[src/rtl/core/pidl_pkg.sv]
// Shared widths, codes and defaults for the positional insert/delete list.
// Depends on nothing; imported by every module of the block.
package pidl_pkg;

    localparam int DEPTH_DEF = 16;

    localparam int MODE_W   = 2;
    localparam int POS_W    = 8;
    localparam int DATA_W   = 32;
    localparam int STATUS_W = 3;
    localparam int COUNT_W  = 5;
    localparam int IDX_W    = 4;

    localparam logic [MODE_W-1:0] MODE_INSERT = 2'd0;
    localparam logic [MODE_W-1:0] MODE_DELETE = 2'd1;
    localparam logic [MODE_W-1:0] MODE_DUMP   = 2'd2;

    localparam logic [STATUS_W-1:0] ST_OK        = 3'd0;
    localparam logic [STATUS_W-1:0] ST_END       = 3'd1;
    localparam logic [STATUS_W-1:0] ST_FRONT     = 3'd2;
    localparam logic [STATUS_W-1:0] ST_DEL_RANGE = 3'd3;
    localparam logic [STATUS_W-1:0] ST_FULL      = 3'd4;

endpackage

[src/rtl/core/positional_insert_delete_list.sv]
// Top level of the positional insert/delete list: control sequencer,
// entry count and output register. Depends on pidl_pkg and pidl_ram.
//
//  channel | direction | handshake                | payload
//  --------+-----------+--------------------------+-------------------------------
//  in      | input     | i_in_valid / o_in_stall  | i_mode, i_position, i_value
//  out     | output    | o_out_valid / i_out_stall| o_status, o_count, o_element,
//          |           |                          | o_element_index, o_last
//
// Flow: an insert or delete shifts its entries, one entry per cycle on the single
//   RAM port pair; a rejected word goes straight to its result word, and a dump
//   reads its entries in order from the registered RAM read port.
// Reset: synchronous, active low; clears count, sequencer and output valid.
//   List contents are not cleared; only entries below the count are read.
// Stalls: a held output word only holds the sequencer when it has a new word
//   ready; a new input word is taken as soon as the sequencer is idle.
module positional_insert_delete_list
    import pidl_pkg::*;
#(
    parameter int DEPTH = DEPTH_DEF
) (
    input  logic                       i_clk,
    input  logic                       i_rst_n,
    // input channel
    input  logic                       i_in_valid,
    output logic                       o_in_stall,
    input  logic [MODE_W-1:0]          i_mode,
    input  logic signed [POS_W-1:0]    i_position,
    input  logic signed [DATA_W-1:0]   i_value,
    // output channel
    output logic                       o_out_valid,
    input  logic                       i_out_stall,
    output logic [STATUS_W-1:0]        o_status,
    output logic [COUNT_W-1:0]         o_count,
    output logic signed [DATA_W-1:0]   o_element,
    output logic [IDX_W-1:0]           o_element_index,
    output logic                       o_last
);

    localparam int AW = $clog2(DEPTH);
    localparam int CW = $clog2(DEPTH + 1);

    typedef enum logic [3:0] {
        S_IDLE  = 4'b0001,
        S_SHIFT = 4'b0010,
        S_DUMP  = 4'b0100,
        S_RES   = 4'b1000
    } t_state;

    // sequencer state
    t_state              r_state, n_state;
    logic [CW-1:0]       r_count, n_count;
    logic [CW-1:0]       r_ptr,   n_ptr;    // insert: dest; delete: source; dump: index
    logic [CW-1:0]       r_p,     n_p;      // insert target position
    logic [DATA_W-1:0]   r_val,   n_val;
    logic                r_ins,   n_ins;    // shift direction: 1 up (insert), 0 down
    logic                r_pend,  n_pend;   // a RAM read is in flight for write-back
    logic [AW-1:0]       r_wdst,  n_wdst;
    logic [STATUS_W-1:0] r_res,   n_res;

    // output register
    logic                r_out_valid, n_out_valid;
    logic [STATUS_W-1:0] r_out_status, n_out_status;
    logic [COUNT_W-1:0]  r_out_count, n_out_count;
    logic [DATA_W-1:0]   r_out_element, n_out_element;
    logic [IDX_W-1:0]    r_out_index, n_out_index;
    logic                r_out_last, n_out_last;

    // RAM port
    logic                ram_wr_en, ram_rd_en;
    logic [AW-1:0]       ram_wr_addr, ram_rd_addr;
    logic [DATA_W-1:0]   ram_wr_data, ram_rd_data;

    // decode helpers
    logic                in_acc, out_free, pos_neg, pos_gt, full;
    logic [POS_W-1:0]    pos_u, cnt8, ptr8;
    logic [CW-1:0]       p_ins, ptr_inc, ptr_dec;

    assign o_in_stall = (r_state != S_IDLE);
    assign in_acc     = i_in_valid && (r_state == S_IDLE);
    assign out_free   = !r_out_valid || !i_out_stall;

    assign pos_u   = i_position;
    assign pos_neg = i_position[POS_W-1];
    assign cnt8    = POS_W'(r_count);
    assign ptr8    = POS_W'(r_ptr);
    assign pos_gt  = !pos_neg && (pos_u > cnt8);
    assign full    = (r_count == CW'(DEPTH));
    assign ptr_inc = r_ptr + CW'(1);
    assign ptr_dec = r_ptr - CW'(1);

    // Negative clamps to the front, beyond the count clamps to the end.
    always_comb begin
        if (pos_neg) begin
            p_ins = '0;
        end else if (pos_gt) begin
            p_ins = r_count;
        end else begin
            p_ins = CW'(pos_u);
        end
    end

    always_comb begin
        n_state  = r_state;
        n_count  = r_count;
        n_ptr    = r_ptr;
        n_p      = r_p;
        n_val    = r_val;
        n_ins    = r_ins;
        n_pend   = r_pend;
        n_wdst   = r_wdst;
        n_res    = r_res;

        n_out_valid   = r_out_valid && i_out_stall;
        n_out_status  = r_out_status;
        n_out_count   = r_out_count;
        n_out_element = r_out_element;
        n_out_index   = r_out_index;
        n_out_last    = r_out_last;

        ram_wr_en   = 1'b0;
        ram_wr_addr = r_wdst;
        ram_wr_data = ram_rd_data;
        ram_rd_en   = 1'b0;
        ram_rd_addr = '0;

        unique case (r_state)
            S_IDLE: begin
                if (in_acc) begin
                    unique case (i_mode)
                        MODE_INSERT: begin
                            if (full) begin
                                n_res   = ST_FULL;
                                n_state = S_RES;
                            end else begin
                                n_res   = pos_neg ? ST_FRONT : (pos_gt ? ST_END : ST_OK);
                                n_ins   = 1'b1;
                                n_ptr   = r_count;
                                n_p     = p_ins;
                                n_val   = i_value;
                                n_pend  = 1'b0;
                                n_state = S_SHIFT;
                            end
                        end
                        MODE_DELETE: begin
                            if (pos_neg || (pos_u >= cnt8)) begin
                                n_res   = ST_DEL_RANGE;
                                n_state = S_RES;
                            end else begin
                                n_res   = ST_OK;
                                n_ins   = 1'b0;
                                n_ptr   = CW'(pos_u) + CW'(1);
                                n_pend  = 1'b0;
                                n_state = S_SHIFT;
                            end
                        end
                        MODE_DUMP: begin
                            if (r_count == '0) begin
                                n_res   = ST_OK;
                                n_state = S_RES;
                            end else begin
                                ram_rd_en   = 1'b1;
                                ram_rd_addr = '0;
                                n_ptr       = '0;
                                n_state     = S_DUMP;
                            end
                        end
                        default: begin
                            // unused mode: dropped, no result
                        end
                    endcase
                end
            end

            S_SHIFT: begin
                // write back the word read last cycle
                if (r_pend) begin
                    ram_wr_en = 1'b1;
                end
                if (r_ins) begin
                    // walk down: read ptr-1, write it to ptr next cycle
                    if (r_ptr > r_p) begin
                        ram_rd_en   = 1'b1;
                        ram_rd_addr = ptr_dec[AW-1:0];
                        n_pend      = 1'b1;
                        n_wdst      = r_ptr[AW-1:0];
                        n_ptr       = ptr_dec;
                    end else if (!r_pend) begin
                        ram_wr_en   = 1'b1;
                        ram_wr_addr = r_p[AW-1:0];
                        ram_wr_data = r_val;
                        n_count     = r_count + CW'(1);
                        n_state     = S_RES;
                    end else begin
                        n_pend = 1'b0;
                    end
                end else begin
                    // walk up: read ptr, write it to ptr-1 next cycle
                    if (r_ptr < r_count) begin
                        ram_rd_en   = 1'b1;
                        ram_rd_addr = r_ptr[AW-1:0];
                        n_pend      = 1'b1;
                        n_wdst      = ptr_dec[AW-1:0];
                        n_ptr       = ptr_inc;
                    end else if (!r_pend) begin
                        n_count = r_count - CW'(1);
                        n_state = S_RES;
                    end else begin
                        n_pend = 1'b0;
                    end
                end
            end

            S_DUMP: begin
                // read data for r_ptr is valid here; prefetch the next entry
                if (out_free) begin
                    n_out_valid   = 1'b1;
                    n_out_status  = ST_OK;
                    n_out_count   = cnt8[COUNT_W-1:0];
                    n_out_element = ram_rd_data;
                    n_out_index   = ptr8[IDX_W-1:0];
                    n_out_last    = (ptr_inc == r_count);
                    if (ptr_inc == r_count) begin
                        n_state = S_IDLE;
                    end else begin
                        ram_rd_en   = 1'b1;
                        ram_rd_addr = ptr_inc[AW-1:0];
                        n_ptr       = ptr_inc;
                    end
                end
            end

            S_RES: begin
                if (out_free) begin
                    n_out_valid   = 1'b1;
                    n_out_status  = r_res;
                    n_out_count   = cnt8[COUNT_W-1:0];
                    n_out_element = '0;
                    n_out_index   = '0;
                    n_out_last    = 1'b1;
                    n_state       = S_IDLE;
                end
            end

            default: begin
                n_state = S_IDLE;
            end
        endcase
    end

    always_ff @(posedge i_clk) begin
        if (!i_rst_n) begin
            r_state     <= S_IDLE;
            r_count     <= '0;
            r_pend      <= 1'b0;
            r_out_valid <= 1'b0;
        end else begin
            r_state     <= n_state;
            r_count     <= n_count;
            r_pend      <= n_pend;
            r_out_valid <= n_out_valid;
        end
    end

    always_ff @(posedge i_clk) begin
        r_ptr         <= n_ptr;
        r_p           <= n_p;
        r_val         <= n_val;
        r_ins         <= n_ins;
        r_wdst        <= n_wdst;
        r_res         <= n_res;
        r_out_status  <= n_out_status;
        r_out_count   <= n_out_count;
        r_out_element <= n_out_element;
        r_out_index   <= n_out_index;
        r_out_last    <= n_out_last;
    end

    pidl_ram #(
        .DEPTH (DEPTH),
        .AW    (AW)
    ) u_ram (
        .i_clk     (i_clk),
        .i_wr_en   (ram_wr_en),
        .i_wr_addr (ram_wr_addr),
        .i_wr_data (ram_wr_data),
        .i_rd_en   (ram_rd_en),
        .i_rd_addr (ram_rd_addr),
        .o_rd_data (ram_rd_data)
    );

    assign o_out_valid     = r_out_valid;
    assign o_status        = r_out_status;
    assign o_count         = r_out_count;
    assign o_element       = r_out_element;
    assign o_element_index = r_out_index;
    assign o_last          = r_out_last;

endmodule

[src/rtl/core/pidl_ram.sv]
// Simple dual-port RAM: one write port, one read port, registered read data.
// Depends on pidl_pkg for the word width and the default depth.
module pidl_ram
    import pidl_pkg::*;
#(
    parameter int DEPTH = DEPTH_DEF,
    parameter int AW    = $clog2(DEPTH)
) (
    input  logic              i_clk,
    input  logic              i_wr_en,
    input  logic [AW-1:0]     i_wr_addr,
    input  logic [DATA_W-1:0] i_wr_data,
    input  logic              i_rd_en,
    input  logic [AW-1:0]     i_rd_addr,
    output logic [DATA_W-1:0] o_rd_data
);

    logic [DATA_W-1:0] r_mem [DEPTH];
    logic [DATA_W-1:0] r_rd_data;

    always_ff @(posedge i_clk) begin
        if (i_wr_en) begin
            r_mem[i_wr_addr] <= i_wr_data;
        end
    end

    // Read data holds until the next read.
    always_ff @(posedge i_clk) begin
        if (i_rd_en) begin
            r_rd_data <= r_mem[i_rd_addr];
        end
    end

    assign o_rd_data = r_rd_data;

endmodule

[config.mk]
export PLATFORM = sky130hd
export DESIGN_NAME = positional_insert_delete_list
export DESIGN_NICKNAME = d
export VERILOG_FILES = /design/src/rtl/core/pidl_pkg.sv /design/src/rtl/core/positional_insert_delete_list.sv /design/src/rtl/core/pidl_ram.sv
export SDC_FILE = /design/constraint.sdc
export NUM_CORES = 1
export LEC_CHECK = 0
export BUFFER_PORTS_ARGS = -buffer_cell sky130_fd_sc_hd__buf_2
export CORE_ASPECT_RATIO = 1.4
export CORE_MARGIN = 5
export CORE_UTILIZATION = 30
export DETAILED_ROUTE_END_ITERATION = 7
export PLACE_DENSITY = 0.57
export SYNTH_ARGS = -nofsm -noshare
export SYNTH_HDL_FRONTEND = slang
export SYNTH_HIERARCHICAL = 1
export SYNTH_SLANG_ARGS = --single-unit
[constraint.sdc]
create_clock -name i_clk -period 5.75 [get_ports i_clk]
set_input_delay 0.575 -clock i_clk [delete_from_list [all_inputs] [get_ports i_clk]]
set_output_delay 0.575 -clock i_clk [all_outputs]
set_load 0.1 [all_outputs]
==> metrics.csv <==
metric;value;unit
Worst path most repeated cell;buf_4;
number of flops mapped to enable cells by yosys;639;
CTS max path bufs;3;
I/O pin count;93;
Initial Util;0.3011;
Syn-to-layout area delta;15.61;%
WL per Instance;23.87;um
CTS tree;yes;
Crit path depth;10;
largest net degree at the start of global routing;77;
Placed Instances;2453;
Clock Latency Late Sink;0.63;ns
DIE WIDTH;257.6;um
Netlist cell types;66;
Syn. warnings;6;
critical path's top delay family;simple AND/OR/NAND/NOR gates;
Mapped Area;0.02574;sq mm
Layout Cells excl Fill;2560;
DR vias;12738;
Filler cells;7957;
clk_skew;0.01931;ns
flops & latches, synth;650;
total track usage;0.1301;
Post-CTS Resized;0;
post-route ant nets;0;
Post-Syn Area per Cell;19.99;sq um
top achievable clock speed;230.8;MHz
Die H;356.6;um
Syn Nets;1362;
post-synth top area share;0.7454;
R2R Path Start;r_ptr[3];
die area;0.09185;sq mm
CP max-delay cell;edfxtp_1;
Worst setup EP type;flip-flop;
grt ovf;0;
reg2reg path depth;10;
fin. max-slew vios;0;
Detailed Place HPWL;35980;um
Clock transition at path regs;0.07;ns
Final Wtd Congestion;0.8139;
area leader, netlist;edfxtp_1;
area of the multi-input gates;0.006127;sq mm
TritonCTS buffer count;58;
Final Util;0.3481;
endpoints failing setup;0;
pwr dens;337.8;mW/mm^2
hold-fix buffers at CTS;0;
post-layout min period;4.333;ns
critical path launch point type;flip-flop;
setup TNS after final layout;0;ns
number of DRC markers in iteration 0;863;
Worst-Margin Slew;1.171;ns
first-pass GRT wire length;90760;um
Primary FF master, synth;edfxtp_1;
Area contributors post-synth;edfxtp_1 75%, mux4_2 11%, a22oi_1 1.9%, mux2_2 1.4%, ha_1 1.3%;
initial antenna violation count;1;
unrepaired setup endpoints after global routing;no;
CP max FO;23;
post-synthesis sequential area ratio;0.7540;
dpl cell area;0.02783;sq mm
Worst slew margin;0.2176;
Final Hold Fails;0;
Clock Sinks;650;
Post-CTS Setup Inserts;0;
Nets;1491;
Crit path buffers/inverters;2;
vias in the first global route;13543;
Worst Hold Launch;i_value[23];
CTS H-tree lvls;2;
Pleak;9.310;nW
Core Area;0.08549;sq mm
crit-path cells;ha_1 > and3_1 > o21ai_0 > a31oi_2 > nor3_4 > buf_4 > mux2_2 > or3b_2 > nor2_4 > buf_4;
Hold EP;r_val[23];
IO buf count;92;
Async S/R FF share, synth;0;
Worst R2R End;u_ram/r_mem[3][28];
register area;0.01941;sq mm
status;completed;
routed vias/inst;4.976;
ANT cells;0;
crit path kind;reg -> reg;
R2R Setup Slk;1.42;ns
MaxCap Viol Count;0;
final WL;61110;um
Max rail drop VDD;0.2300;mV
Post-Synthesis Cells;1288;
Hold/Removal Path Class;in -> reg;
finished layout cell area;0.02976;sq mm
# rows;127;
ratio of final minimum period to clock period;0.7535;
CTS root buffer;clkbuf_16;
max incr delay on CP;0.60;ns
drt drc;0;
Worst Path Required;6.04;ns
Pre-Repair DR Iteration Count;5;
Hold Path Depth;1;
CP arrival;4.63;ns
layout cell share with drive strength beyond 1;0.2842;
Tot Pwr;0.01005;W
[where the power goes]
part	total [W]	leakage, nW	internal (W)	switching (W)
clock	0.00396	0.924	0.00224	0.00172
combinational	0.000773	2.54	0.000289	0.000485
sequential	0.00532	5.84	0.00527	0.0000484
[area by class of cell]
type / instances / area share
Clock buffer: 68 / 0.05075
Clock inverter: 39 / 0.01408
Inverter: 24 / 0.003027
Multi-Input combinational cell: 553 / 0.2059
Sequential cell: 650 / 0.6522
Tap cell: 1096 / 0.04608
Timing Repair Buffer: 130 / 0.02800
[stage by stage]
step | setup slack, ns | hold WS [ns]
after floorplan | 0.3592 | 0.4844
after global placement | 1.450 | 0.5184
after detailed placement | 1.429 | 0.5162
after CTS | 1.362 | 0.06821
after global routing | 1.202 | 0.09178
final | 1.417 | 0.1192
[state kept, by name, summed over array words and instances, names as in the netlist, 4 cells and up]
name and flops:
u_ram/r_mem 512, u_ram/o_rd_data 32, o_element_index 4, r_ptr 5, r_p 5, r_state 4
r_val 32, r_count 5, r_wdst 4, o_element 32, o_count 5
[cells in the final DEF, fill, tap and decap left out, types with 4 or more instances in the layout]
| master | n |
|---|---|
| a21oi_1 | 15 |
| clkinv_2 | 7 |
| edfxtp_1 | 639 |
| and2_1 | 5 |
| clkbuf_16 | 59 |
| mux2_2 | 32 |
| buf_4 | 31 |
| bufinv_16 | 8 |
| and3_1 | 5 |
| ha_1 | 27 |
| nand3_1 | 17 |
| o22ai_1 | 5 |
| nor2b_1 | 38 |
| nor3_2 | 5 |
| clkbuf_1 | 9 |
| mux4_2 | 128 |
| a22oi_1 | 65 |
| dfxtp_1 | 11 |
| buf_2 | 92 |
| o21a_1 | 5 |
| nand2b_1 | 4 |
| xor2_1 | 9 |
| nor2_1 | 22 |
| nor2_4 | 14 |
| nand2_1 | 55 |
| nand3b_1 | 4 |
| xnor2_1 | 7 |
| clkinv_1 | 14 |
| clkinvlp_4 | 6 |
| mux2_1 | 4 |
| o21ai_0 | 24 |
| buf_12 | 7 |
| inv_1 | 22 |
| a21o_1 | 5 |
[synth_stat cells (all sizes together) (2+ instances only)]
master	number
nand3b	4
o221ai	2
mux2i	3
and3	5
and2	5
nand2	56
buf	32
edfxtp	639
nor2b	40
clkbuf	29
o21ai	24
o211ai	3
a31oi	4
dfxtp	11
a21oi	17
nand4	3
xor2	9
a221o	3
o21a	5
a22oi	66
o22ai	6
nand3	17
xnor2	7
a21o	5
nor4b	3
inv	24
or3b	2
mux4	128
nand2b	4
nor2	36
or2	3
or4b	2
mux2	36
a221oi	2
nor3	8
ha	27
o32ai	2
[how the worst max path moves through the flow]
stage / startpoint / endpoint
after floorplan: r_ptr[1] / u_ram/r_mem[0][0]
after global placement: r_ptr[2] / u_ram/r_mem[3][24]
after detailed placement: r_ptr[3] / u_ram/r_mem[2][26]
after CTS: r_ptr[3] / u_ram/r_mem[3][26]
after global routing: r_count[1] / u_ram/o_rd_data[13]
final: r_ptr[3] / u_ram/r_mem[3][28]
[cell families after synthesis]
kind of cell,share of synthesized area
AO/OA/AOI/OAI,0.04214
XOR/XNOR,0.006367
adder cells (fa/ha/maj),0.01390
buffers and inverters,0.01507
flip-flops,0.7540
multiplexers,0.1289
AND/OR/NAND/NOR,0.03966
[layer usage]
layer,global-route usage,up-vias,part of all wire
met5,0,-,0.00018
li1,-,5527,-
met1,0.1687,6792,0.42
met2,0.2286,322,0.51
met3,0.01720,95,0.038
met4,0.04081,2,0.028
Power figures use the tool's default switching activity.
